## config.mk

```make
export PLATFORM = sky130hd
export DESIGN_NAME = rc4_stream_cipher_top_flat
export DESIGN_NICKNAME = d
export VERILOG_FILES = /design/src/hdl/rc4sc_pkg.sv /design/src/hdl/rc4sc_in_if.sv /design/src/hdl/rc4sc_out_if.sv /design/src/hdl/rc4sc_ram.sv /design/src/hdl/rc4sc_table.sv /design/src/hdl/rc4sc_cfg.sv /design/src/hdl/rc4_stream_cipher_top.sv /design/src/flat_wrapper.sv
export SDC_FILE = /design/constraint.sdc
export NUM_CORES = 2
export LEC_CHECK = 0
export BUFFER_PORTS_ARGS = -buffer_cell sky130_fd_sc_hd__buf_2
export CORE_AREA = 8 8 529 531
export CTS_BUF_LIST = sky130_fd_sc_hd__clkbuf_8
export DETAILED_ROUTE_END_ITERATION = 6
export DIE_AREA = 0 0 537 539
export HOLD_SLACK_MARGIN = 0.1
export SLEW_MARGIN = 5
export SYNTH_ARGS = -nofsm -noshare
export SYNTH_HDL_FRONTEND = slang
export SYNTH_HIERARCHICAL = 1
export SYNTH_SLANG_ARGS = --single-unit
```

## constraint.sdc

```tcl
create_clock -name clk -period 8.79 [get_ports clk]
set_clock_uncertainty 0.2 [all_clocks]
set_input_delay 2.1975 -clock clk [delete_from_list [all_inputs] [get_ports clk]]
set_output_delay 2.1975 -clock clk [all_outputs]
set_load 0.05 [all_outputs]
```

## src/hdl/rc4sc_pkg.sv

```systemverilog
// Shared types and constants for the RC4 stream cipher engine.
package rc4sc_pkg;

    localparam int BYTE_W      = 8;
    localparam int TBL_DEPTH   = 256;
    localparam int KEY_MAX     = 32;
    localparam int KEY_IDX_W   = $clog2(KEY_MAX);
    localparam int KLEN_W      = 6;
    localparam int CFG_DATA_W  = 64;
    localparam int CFG_INDEX_W = 3;
    localparam int KEY_WORDS   = 4;
    localparam int WORD_BYTES  = 8;

    // Command field codes.
    localparam logic CMD_REKEY = 1'b0;
    localparam logic CMD_DATA  = 1'b1;

    // Configuration register indexes.
    typedef enum logic [CFG_INDEX_W-1:0] {
        REG_KEY_LENGTH = 3'd0,
        REG_KEY_0_7    = 3'd1,
        REG_KEY_8_15   = 3'd2,
        REG_KEY_16_23  = 3'd3,
        REG_KEY_24_31  = 3'd4
    } cfg_reg_t;

    // One access to the permutation table in a cycle.
    typedef struct packed {
        logic              clear;
        logic              rd_en;
        logic [BYTE_W-1:0] rd_addr;
        logic              wr_en;
        logic [BYTE_W-1:0] wr_addr;
        logic [BYTE_W-1:0] wr_data;
    } tbl_req_t;

    typedef enum logic [9:0] {
        ST_IDLE   = 10'b00_0000_0001,
        ST_KS_RD  = 10'b00_0000_0010,
        ST_KS_J   = 10'b00_0000_0100,
        ST_KS_WN  = 10'b00_0000_1000,
        ST_KS_WJ  = 10'b00_0001_0000,
        ST_DT_J   = 10'b00_0010_0000,
        ST_DT_SWI = 10'b00_0100_0000,
        ST_DT_SWJ = 10'b00_1000_0000,
        ST_DT_RDK = 10'b01_0000_0000,
        ST_DT_OUT = 10'b10_0000_0000
    } state_t;

endpackage

```

## src/hdl/rc4sc_in_if.sv

```systemverilog
// Input channel: command, data byte and last mark with a valid/ready handshake.
interface rc4sc_in_if;
    logic                          valid;
    logic                          ready;
    logic                          command;
    logic [rc4sc_pkg::BYTE_W-1:0]  data_byte;
    logic                          last_byte;

    modport source (output valid, output command, output data_byte, output last_byte,
                    input ready);
    modport sink   (input valid, input command, input data_byte, input last_byte,
                    output ready);
endinterface

```

## src/hdl/rc4sc_out_if.sv

```systemverilog
// Output channel: result byte and last mark with a valid/ready handshake.
interface rc4sc_out_if;
    logic                          valid;
    logic                          ready;
    logic [rc4sc_pkg::BYTE_W-1:0]  out_byte;
    logic                          out_last;

    modport source (output valid, output out_byte, output out_last, input ready);
    modport sink   (input valid, input out_byte, input out_last, output ready);
endinterface

```

## src/hdl/rc4sc_ram.sv

```systemverilog
// Generic single-write, single-read RAM with registered read data.
module rc4sc_ram #(
    parameter int WIDTH = 8,
    parameter int DEPTH = 256
) (
    input  logic                     clk,
    input  logic                     wr_en,
    input  logic [$clog2(DEPTH)-1:0] wr_addr,
    input  logic [WIDTH-1:0]         wr_data,
    input  logic                     rd_en,
    input  logic [$clog2(DEPTH)-1:0] rd_addr,
    output logic [WIDTH-1:0]         rd_data
);

    logic [WIDTH-1:0] mem [DEPTH];

    always_ff @(posedge clk)
    begin
        if (wr_en)
        begin
            mem[wr_addr] <= wr_data;
        end
        if (rd_en)
        begin
            rd_data <= mem[rd_addr];
        end
    end

endmodule

```

## src/hdl/rc4sc_table.sv

```systemverilog
// Permutation table: RAM plus per-entry valid bits so unwritten entries read as identity.
module rc4sc_table (
    input  logic                                 clk,
    input  logic                                 rst_n,
    input  rc4sc_pkg::tbl_req_t                  req,
    output logic [rc4sc_pkg::BYTE_W-1:0]         rd_data
);

    logic [rc4sc_pkg::TBL_DEPTH-1:0] valid_reg;
    logic [rc4sc_pkg::BYTE_W-1:0]    rd_addr_reg;
    logic                            rd_vld_reg;
    logic [rc4sc_pkg::BYTE_W-1:0]    ram_q;

    rc4sc_ram #(
        .WIDTH (rc4sc_pkg::BYTE_W),
        .DEPTH (rc4sc_pkg::TBL_DEPTH)
    ) u_ram (
        .clk     (clk),
        .wr_en   (req.wr_en),
        .wr_addr (req.wr_addr),
        .wr_data (req.wr_data),
        .rd_en   (req.rd_en),
        .rd_addr (req.rd_addr),
        .rd_data (ram_q)
    );

    always_ff @(posedge clk or negedge rst_n)
    begin
        if (!rst_n)
        begin
            valid_reg   <= '0;
            rd_addr_reg <= '0;
            rd_vld_reg  <= 1'b0;
        end
        else
        begin
            if (req.clear)
            begin
                valid_reg <= '0;
            end
            else if (req.wr_en)
            begin
                valid_reg[req.wr_addr] <= 1'b1;
            end
            if (req.rd_en)
            begin
                rd_addr_reg <= req.rd_addr;
                rd_vld_reg  <= valid_reg[req.rd_addr];
            end
        end
    end

    // An entry never written since the last clear holds its own index.
    assign rd_data = rd_vld_reg ? ram_q : rd_addr_reg;

endmodule

```

## src/hdl/rc4sc_cfg.sv

```systemverilog
// Configuration registers: key length and key bytes, with key byte selection.
module rc4sc_cfg (
    input  logic                                   clk,
    input  logic                                   rst_n,
    input  logic                                   write_en,
    input  logic [rc4sc_pkg::CFG_INDEX_W-1:0]      write_index,
    input  logic [rc4sc_pkg::CFG_DATA_W-1:0]       write_data,
    input  logic [rc4sc_pkg::KEY_IDX_W-1:0]        key_idx,
    output logic [rc4sc_pkg::BYTE_W-1:0]           key_byte,
    output logic [rc4sc_pkg::KLEN_W-1:0]           key_len
);

    logic [rc4sc_pkg::KLEN_W-1:0] key_length_reg;
    logic [rc4sc_pkg::KEY_WORDS-1:0][rc4sc_pkg::WORD_BYTES-1:0][rc4sc_pkg::BYTE_W-1:0] key_reg;

    always_ff @(posedge clk or negedge rst_n)
    begin
        if (!rst_n)
        begin
            key_length_reg <= rc4sc_pkg::KLEN_W'(1);
            key_reg        <= '0;
        end
        else if (write_en)
        begin
            case (write_index)
                rc4sc_pkg::REG_KEY_LENGTH: key_length_reg <= write_data[rc4sc_pkg::KLEN_W-1:0];
                rc4sc_pkg::REG_KEY_0_7:    key_reg[0]     <= write_data;
                rc4sc_pkg::REG_KEY_8_15:   key_reg[1]     <= write_data;
                rc4sc_pkg::REG_KEY_16_23:  key_reg[2]     <= write_data;
                rc4sc_pkg::REG_KEY_24_31:  key_reg[3]     <= write_data;
                default:                   ;
            endcase
        end
    end

    // A length of zero acts as one; anything above the key size saturates.
    always_comb
    begin
        if (key_length_reg == '0)
        begin
            key_len = rc4sc_pkg::KLEN_W'(1);
        end
        else if (key_length_reg > rc4sc_pkg::KLEN_W'(rc4sc_pkg::KEY_MAX))
        begin
            key_len = rc4sc_pkg::KLEN_W'(rc4sc_pkg::KEY_MAX);
        end
        else
        begin
            key_len = key_length_reg;
        end
    end

    assign key_byte = key_reg[key_idx[rc4sc_pkg::KEY_IDX_W-1:3]][key_idx[2:0]];

endmodule

```

## src/hdl/rc4_stream_cipher_top.sv

```systemverilog
// Top level of the RC4 stream cipher engine: sequencer, registers and table.
//
// The engine holds the 256-byte RC4 permutation in one RAM with one write and one
// read port, and every step goes through that memory one access at a time. A data
// transaction updates i and j, makes the two swap writes and reads the keystream
// byte, then loads the result register once the output side frees it, and the next
// transaction can be taken once the result is loaded. A rekey transaction runs the
// key schedule as a read, read, write, write sequence for each of the 256 swaps
// until the engine is ready again, with no result. The table starts as the identity
// permutation right after reset through per-entry valid bits, so no clearing pass
// is needed. Configuration writes must be made only while the engine is idle.
module rc4_stream_cipher_top (
    input  logic                                clk,
    input  logic                                rst_n,
    rc4sc_in_if.sink                            in_ch,
    rc4sc_out_if.source                         out_ch,
    input  logic                                write_en,
    input  logic [rc4sc_pkg::CFG_INDEX_W-1:0]   write_index,
    input  logic [rc4sc_pkg::CFG_DATA_W-1:0]    write_data
);

    rc4sc_pkg::state_t                  state_reg, state_next;
    logic [rc4sc_pkg::BYTE_W-1:0]       i_reg, i_next;
    logic [rc4sc_pkg::BYTE_W-1:0]       j_reg, j_next;
    logic [rc4sc_pkg::BYTE_W-1:0]       n_reg, n_next;
    logic [rc4sc_pkg::KEY_IDX_W-1:0]    kidx_reg, kidx_next;
    logic [rc4sc_pkg::BYTE_W-1:0]       sa_reg, sa_next;
    logic [rc4sc_pkg::BYTE_W-1:0]       sb_reg, sb_next;
    logic [rc4sc_pkg::BYTE_W-1:0]       data_reg, data_next;
    logic                               last_reg, last_next;
    logic [rc4sc_pkg::BYTE_W-1:0]       out_byte_reg, out_byte_next;
    logic                               out_last_reg, out_last_next;
    logic                               out_valid_reg, out_valid_next;

    rc4sc_pkg::tbl_req_t                tbl_req;
    logic [rc4sc_pkg::BYTE_W-1:0]       tbl_q;
    logic [rc4sc_pkg::BYTE_W-1:0]       key_byte;
    logic [rc4sc_pkg::KLEN_W-1:0]       key_len;
    logic                               accept;
    logic                               out_load;
    logic                               out_free;

    rc4sc_cfg u_cfg (
        .clk         (clk),
        .rst_n       (rst_n),
        .write_en    (write_en),
        .write_index (write_index),
        .write_data  (write_data),
        .key_idx     (kidx_reg),
        .key_byte    (key_byte),
        .key_len     (key_len)
    );

    rc4sc_table u_table (
        .clk     (clk),
        .rst_n   (rst_n),
        .req     (tbl_req),
        .rd_data (tbl_q)
    );

    assign in_ch.ready     = (state_reg == rc4sc_pkg::ST_IDLE);
    assign accept          = in_ch.valid && in_ch.ready;
    assign out_free        = !out_valid_reg || out_ch.ready;
    assign out_ch.valid    = out_valid_reg;
    assign out_ch.out_byte = out_byte_reg;
    assign out_ch.out_last = out_last_reg;

    always_comb
    begin
        state_next    = state_reg;
        i_next        = i_reg;
        j_next        = j_reg;
        n_next        = n_reg;
        kidx_next     = kidx_reg;
        sa_next       = sa_reg;
        sb_next       = sb_reg;
        data_next     = data_reg;
        last_next     = last_reg;
        out_byte_next = out_byte_reg;
        out_last_next = out_last_reg;
        out_load      = 1'b0;
        tbl_req       = '0;

        case (state_reg)
            rc4sc_pkg::ST_IDLE:
            begin
                if (accept)
                begin
                    data_next = in_ch.data_byte;
                    last_next = in_ch.last_byte;
                    if (in_ch.command == rc4sc_pkg::CMD_REKEY)
                    begin
                        tbl_req.clear = 1'b1;
                        n_next        = '0;
                        j_next        = '0;
                        kidx_next     = '0;
                        state_next    = rc4sc_pkg::ST_KS_RD;
                    end
                    else
                    begin
                        i_next          = i_reg + 8'd1;
                        tbl_req.rd_en   = 1'b1;
                        tbl_req.rd_addr = i_reg + 8'd1;
                        state_next      = rc4sc_pkg::ST_DT_J;
                    end
                end
            end

            rc4sc_pkg::ST_KS_RD:
            begin
                tbl_req.rd_en   = 1'b1;
                tbl_req.rd_addr = n_reg;
                state_next      = rc4sc_pkg::ST_KS_J;
            end

            rc4sc_pkg::ST_KS_J:
            begin
                sa_next         = tbl_q;
                j_next          = j_reg + tbl_q + key_byte;
                tbl_req.rd_en   = 1'b1;
                tbl_req.rd_addr = j_reg + tbl_q + key_byte;
                state_next      = rc4sc_pkg::ST_KS_WN;
            end

            rc4sc_pkg::ST_KS_WN:
            begin
                tbl_req.wr_en   = 1'b1;
                tbl_req.wr_addr = n_reg;
                tbl_req.wr_data = tbl_q;
                state_next      = rc4sc_pkg::ST_KS_WJ;
            end

            rc4sc_pkg::ST_KS_WJ:
            begin
                tbl_req.wr_en   = 1'b1;
                tbl_req.wr_addr = j_reg;
                tbl_req.wr_data = sa_reg;
                n_next          = n_reg + 8'd1;
                // The key index runs modulo the effective key length.
                if ({1'b0, kidx_reg} + rc4sc_pkg::KLEN_W'(1) == key_len)
                begin
                    kidx_next = '0;
                end
                else
                begin
                    kidx_next = kidx_reg + 5'd1;
                end
                if (n_reg == 8'hFF)
                begin
                    i_next     = '0;
                    j_next     = '0;
                    state_next = rc4sc_pkg::ST_IDLE;
                end
                else
                begin
                    state_next = rc4sc_pkg::ST_KS_RD;
                end
            end

            rc4sc_pkg::ST_DT_J:
            begin
                sa_next         = tbl_q;
                j_next          = j_reg + tbl_q;
                tbl_req.rd_en   = 1'b1;
                tbl_req.rd_addr = j_reg + tbl_q;
                state_next      = rc4sc_pkg::ST_DT_SWI;
            end

            rc4sc_pkg::ST_DT_SWI:
            begin
                sb_next         = tbl_q;
                tbl_req.wr_en   = 1'b1;
                tbl_req.wr_addr = i_reg;
                tbl_req.wr_data = tbl_q;
                state_next      = rc4sc_pkg::ST_DT_SWJ;
            end

            rc4sc_pkg::ST_DT_SWJ:
            begin
                tbl_req.wr_en   = 1'b1;
                tbl_req.wr_addr = j_reg;
                tbl_req.wr_data = sa_reg;
                state_next      = rc4sc_pkg::ST_DT_RDK;
            end

            rc4sc_pkg::ST_DT_RDK:
            begin
                // After the swap S[i] holds the old S[j] and S[j] the old S[i].
                tbl_req.rd_en   = 1'b1;
                tbl_req.rd_addr = sa_reg + sb_reg;
                state_next      = rc4sc_pkg::ST_DT_OUT;
            end

            rc4sc_pkg::ST_DT_OUT:
            begin
                if (out_free)
                begin
                    out_load      = 1'b1;
                    out_byte_next = data_reg ^ tbl_q;
                    out_last_next = last_reg;
                    if (last_reg)
                    begin
                        i_next = '0;
                        j_next = '0;
                    end
                    state_next = rc4sc_pkg::ST_IDLE;
                end
            end

            default:
            begin
                state_next = rc4sc_pkg::ST_IDLE;
            end
        endcase

        if (out_load)
        begin
            out_valid_next = 1'b1;
        end
        else if (out_ch.ready)
        begin
            out_valid_next = 1'b0;
        end
        else
        begin
            out_valid_next = out_valid_reg;
        end
    end

    always_ff @(posedge clk or negedge rst_n)
    begin
        if (!rst_n)
        begin
            state_reg     <= rc4sc_pkg::ST_IDLE;
            i_reg         <= '0;
            j_reg         <= '0;
            n_reg         <= '0;
            kidx_reg      <= '0;
            out_valid_reg <= 1'b0;
        end
        else
        begin
            state_reg     <= state_next;
            i_reg         <= i_next;
            j_reg         <= j_next;
            n_reg         <= n_next;
            kidx_reg      <= kidx_next;
            out_valid_reg <= out_valid_next;
        end
    end

    always_ff @(posedge clk)
    begin
        sa_reg       <= sa_next;
        sb_reg       <= sb_next;
        data_reg     <= data_next;
        last_reg     <= last_next;
        out_byte_reg <= out_byte_next;
        out_last_reg <= out_last_next;
    end

endmodule

```

## src/flat_wrapper.sv

```systemverilog
// flat-port wrapper written by rule: the top's interface ports become plain ports
module rc4_stream_cipher_top_flat 
  (clk, rst_n, write_en, write_index, write_data, in_ch_valid, in_ch_command, in_ch_data_byte, in_ch_last_byte, in_ch_ready, out_ch_valid, out_ch_out_byte, out_ch_out_last, out_ch_ready);
  rc4sc_in_if in_ch_i ();
  rc4sc_out_if out_ch_i ();
  input  logic clk;
  input  logic rst_n;
  input  logic write_en;
  input  logic [rc4sc_pkg::CFG_INDEX_W-1:0] write_index;
  input  logic [rc4sc_pkg::CFG_DATA_W-1:0] write_data;
  input wire logic [$bits(in_ch_i.valid)-1:0] in_ch_valid;
  input wire logic [$bits(in_ch_i.command)-1:0] in_ch_command;
  input wire logic [$bits(in_ch_i.data_byte)-1:0] in_ch_data_byte;
  input wire logic [$bits(in_ch_i.last_byte)-1:0] in_ch_last_byte;
  output wire logic [$bits(in_ch_i.ready)-1:0] in_ch_ready;
  output wire logic [$bits(out_ch_i.valid)-1:0] out_ch_valid;
  output wire logic [$bits(out_ch_i.out_byte)-1:0] out_ch_out_byte;
  output wire logic [$bits(out_ch_i.out_last)-1:0] out_ch_out_last;
  input wire logic [$bits(out_ch_i.ready)-1:0] out_ch_ready;
  assign in_ch_i.valid = in_ch_valid;
  assign in_ch_i.command = in_ch_command;
  assign in_ch_i.data_byte = in_ch_data_byte;
  assign in_ch_i.last_byte = in_ch_last_byte;
  assign in_ch_ready = in_ch_i.ready;
  assign out_ch_valid = out_ch_i.valid;
  assign out_ch_out_byte = out_ch_i.out_byte;
  assign out_ch_out_last = out_ch_i.out_last;
  assign out_ch_i.ready = out_ch_ready;
  rc4_stream_cipher_top u_core (.clk(clk), .rst_n(rst_n), .in_ch(in_ch_i), .out_ch(out_ch_i), .write_en(write_en), .write_index(write_index), .write_data(write_data));
endmodule
```

### Yosys cells after proc, flatten, opt, wreduce, memory -nomap -nowiden

Memories as Yosys holds them, arrays and structs flattened. A register that Yosys moved wholly into a read port is not among the register bits.
Cells that the tools add are included.

* bits in writable memories: 2048
* logic and storage cells: 154
* bits in registers: 601
* input bits: 82
* memories kept: 1

* bitwise operators: 2
* reduce and logical (&&, ||, !) cells: 24
* eq/ne operators: 22
* order comparisons: 6
* add/sub/neg operators: 7
* muxes and demuxes: 44

Memories
* u_core.u_table.u_ram.mem: words 256, bits a word 8, read ports 1, clocked after Yosys merged registers in 1, wr ports 1, line rc4sc_ram.sv:15 `logic [WIDTH-1:0] mem [DEPTH];`

Operators with widths (count)
* two-way mux 256 bit: 2
* OR 256 bit: 1
* binary-select mux 64 bit (select 2 bit): 1
* one-hot mux 10 bit (10 select lines): 1
* two-way mux 8 bit: 9
* two-way mux 64 bit: 1
* one-hot mux 17 bit (3 select lines): 1
* one-hot mux 9 bit (5 select lines): 1
* one-hot mux 8 bit (5 select lines): 1
* two-way mux 10 bit: 3
* adder 8 bit: 3
* binary-select mux 8 bit (select 3 bit): 1
* one-hot mux 8 bit (3 select lines): 1
* less-than comparator 8 x 9 -> 1 bit (second input constant): 2
* two-way mux 6 bit: 3
* adder 8 x 1 -> 8 bit (second input constant): 2
* one-hot mux 8 bit (2 select lines): 1
* AND reduction 2 bit: 8
* two-way mux 5 bit: 3
* AND reduction 6 bit: 2
* == test 10 x 1 -> 1 bit (second input constant): 1
* == test 10 bit (second input constant): 1
* == test 10 x 2 -> 1 bit (second input constant): 1
* == test 10 x 3 -> 1 bit (second input constant): 1
* other kinds (36): 54

### Depth between registers and ports, before layout

* depth in word-level cells: 10
* mapped depth: 23

### Hierarchy

Netlist, hierarchy kept.

By module, submodules not included
* rc4sc_ram: cells an instance 3733, instances 1, area an instance 79636.4 um2, sequential area each 61739.2 um2
* rc4sc_table: cells an instance 1135, instances 1, area an instance 11962.7 um2, sequential area each 6631.4 um2
* rc4sc_cfg: cells an instance 672, instances 1, area an instance 11703.7 um2, sequential area each 6557.5 um2
* rc4_stream_cipher_top: cells an instance 425, instances 1, area an instance 4480.5 um2, sequential area each 2023.2 um2

### Least setup slack after synthesis

No wires, ideal clock.

* kind: register to register
* start point: reg u_core.state_reg[1]
* end point: mem u_core.u_table.u_ram.mem[0][7], data pin
* buffers on the path: 2
* slack: 2517 ps
* arrival time: 5209 ps
* cell stages (with the launch flop): 7
* setup time: 864 ps
* cell sequence: dfrtp_1 or4_4 or3_1 buf_6 nor4_4 buf_4 a22o_1

RTL lines
* from (decl): line rc4_stream_cipher_top.sv:22 `rc4sc_pkg::state_t state_reg, state_next;`
* from (signal assigned): line rc4_stream_cipher_top.sv:234 `state_reg <= rc4sc_pkg::ST_IDLE;`
* from (signal assigned): line rc4_stream_cipher_top.sv:243 `state_reg <= state_next;`
* to (decl): line rc4sc_ram.sv:15

==> results.cfg <==
[status]
status = finished with violations
violations = capacitance limit

[synthesis]
syn_area_mm2 = 0.108
ys_ff_latch = 2657
netlist.area_leader.share_pct = 58.2
synth_ff_type = edfxtp_1
synth.distinct_cells = 90
async_flop_share_pct = 21.3
synthTopCellsByCount = edfxtp_1 (2090), nor2_1 (598), mux4_2 (575)
postSynthNetCount = 6074
yosysSeqAreaShare_pct = 71.4
yosysMostFrequentCell = edfxtp_1
yosys.area.top_type = edfxtp_1
yosysWarnings = 6
syn-mean-instance-area_um2 = 18.1
synth_edf_count = 2090
synthCells = 5965
yosys-top-cells-area = edfxtp_1 (58%), dfrtp_1 (13%), mux4_2 (12%)

[sta]
setup_violations = 0
post-route-min-period_ns = 7.82
drv_slew = 0
tns_ns = 0
clock.fmax_mhz = 128
final_hold_viol_count = 0
slew_headroom_pct = 0.125
layout_setup_ws_ns = 0.966
worst_slew_pin_slew_ns = 1.48
finalCritPeriodShare_pct = 89.0
rsz0062_at_grt = no

[worst_setup_path]
worstRegToRegCells = 16
worst-endpoint-arrival_ns = 8.33
required_ns = 9.29
critPathCapture = u_core/u_table/u_ram/rd_data[3]
worst-path-max-fanout = 28
timing.rr.end = u_core/u_table/u_ram/rd_data[3]
crit_path_end_kind = flop
start_kind = flop
timing.rr.start = u_core/kidx_reg[4]
path_class = reg2reg
r2r_setup_slack_ns = 0.97
crit_start = u_core/kidx_reg[4]

[cells_and_area]
final_cells = 10200
fin_area_mm2 = 0.120
drive_gt1_share_pct = 25.9
final_nets = 6371
fillerInstances = 23500
syn_to_final_growth_pct = 11.5
largest_reg_flops = 2048

[grt]
grt_max_degree = 205
overflow = 0
grt_pass1_vias = 59400
grt_usage_pct = 19.0
gr-usage-met2_pct = 30.6
grt_pass1_wl_um = 413000
grt.met1_usage_pct = 25.8
grt.busiest_layer = met2
grtUsageMet3_pct = 3.59
grt_antenna_before_repair = 25

[floorplan]
die-area_mm2 = 0.289
initial_core_util_pct = 39.6
die_w_um = 537
coreArea_mm2 = 0.272
dieHeight_um = 539
ioPinCount = 93
rows = 192

[power_and_ir_drop]
p_int_mw = 21.1
seqPwrFrac_pct = 48.8
p_per_area_mw_per_mm2 = 243
clock_power_share_pct = 33.3
totalPowerFinal_mw = 29.3
leakage_nw = 36.9
p_comb_share_pct = 17.9
switching_share_pct = 28.0
irDropWorstVdd_v = 0.000163
switchingPower_mw = 8.19

[clocking]
cts_tree = done
clkSinkCount = 2657
hold_buffers = 0
clk_latency_ns = 1.04
cts-root-buf = clkbuf_8
post_cts_buffers = 0
clk_pin_slew_ns = 0.06
clockBufferDepth = 4
cts_max_level = 5
post_cts_resize_count = 0
cts_buffers = 422

[drt]
drt_first_pass_iters = 7
drt-initial-drc-count = 6348
wl_per_cell_um = 27.6
vias = 58300
wl_um = 281000
vias_per_cell = 5.72
ant_nets = 0
route.detailed.drc = 0

[worst_hold_path]
min_path_type = reg2reg
hold_depth = 0

[placement]
gp_congestion = 0.853
place_hpwl_um = 174000
dp_cells = 9427
place_area_mm2 = 0.112
io_buffer_count = 92
dpl_worst_slack_ns = 1.07

[flow_run]
max_cap_viol_count = 1
==> worst min-delay path by stage <==
stage	startpoint	end	slack (ns)
2_1_floorplan	u_core/last_reg	u_core/out_ch.out_last	0.22
3_3_place_gp	u_core/last_reg	u_core/out_ch.out_last	0.26
3_5_place_dp	u_core/last_reg	u_core/out_ch.out_last	0.26
4_1_cts	u_core/last_reg	u_core/out_ch.out_last	0.26
5_1_grt	u_core/last_reg	u_core/out_ch.out_last	0.26
6_report	u_core/last_reg	u_core/out_ch.out_last	0.25
==> cell type report <==
type	instances	area [um2]	share of cell area, %
well taps	3589	4490	3.74
flip-flops and latches	2657	77000	64.0
clock inverters	294	1420	1.18
inverters	13	48.8	0.0406
repair buffers	250	1970	1.64
diodes	9	22.5	0.0187
multi-input cells	2918	28900	24.1
clock buffers	459	6320	5.26
==> worst max-delay path, stage by stage (launching register included) <==
cell and delay [ns]:
dfrtp_4 0.78, buf_12 0.32, mux4_2 0.54, mux4_2 0.50, mux2_2 0.32, ha_1 0.25
a211oi_1 0.31, o21bai_1 0.14, o41ai_1 0.29, xor3_1 0.28, nor2_1 0.25, or4_1 0.59
nor2b_1 0.56, nor2b_1 0.56, a31oi_1 0.21, nor4_1 1.28, nor4_1 0.10
==> metal layers <==
| layer | routed length [um] | part of all wire (%) |
|---|---|---|
| met1 | 114000 | 41 |
| met2 | 135000 | 48 |
| met3 | 21300 | 7.6 |
| met4 | 10500 | 3.7 |
| met5 | 36 | 0.013 |
==> through the flow <==
stage | util [%] | hold WS [ns]
2_1_floorplan | - | 0.217
3_3_place_gp | 41.3 | 0.256
3_5_place_dp | 41.3 | 0.256
4_1_cts | 44.2 | 0.264
5_1_grt | 44.2 | 0.261
6_report | 44.2 | 0.253
==> cells by family (layout without fill, tap and decap cells) <==
group | Yosys count | after routing | synth area share [%]
fa+ha+maj | 27 | 27 | 0.334
buf+inv | 390 | 1016 | 2.04
compound gates | 793 | 793 | 4.73
flops | 2657 | 2657 | 71.4
simple gates | 1003 | 1003 | 4.22
other cells | 0 | 9 | 0
mux | 1047 | 1047 | 16.9
xor+xnor | 48 | 48 | 0.404
==> power by group through the flow <==
stage	logic (mW)	clock network (mW)	registers (mW)
5_1_grt	5.57	10.5	14.3
2_1_floorplan	3.78	0	14.4
3_3_place_gp	5.21	0	14.5
6_report	5.25	9.74	14.3
3_5_place_dp	5.28	0	14.5
4_1_cts	5.29	10.0	14.3
==> cell usage in the layout, fill, tap and decap left out, types with 22 or more instances in the layout <==
master	instances
nor2_1	595
clkinv_1	83
clkbuf_8	459
xnor2_1	24
inv_1	165
dfrtp_1	563
a22oi_1	144
o21ai_0	38
buf_2	91
nand3_1	46
nor3_1	40
mux2i_1	172
nor2b_1	43
mux4_2	575
buf_12	25
o221ai_1	57
nand2_1	104
edfxtp_1	2090
nand2b_1	27
xor2_1	23
a21oi_1	371
clkinv_2	35
a211oi_1	22
ha_1	24
mux2_2	291
o22ai_1	34
buf_4	133
Power figures use the tool's default switching activity.
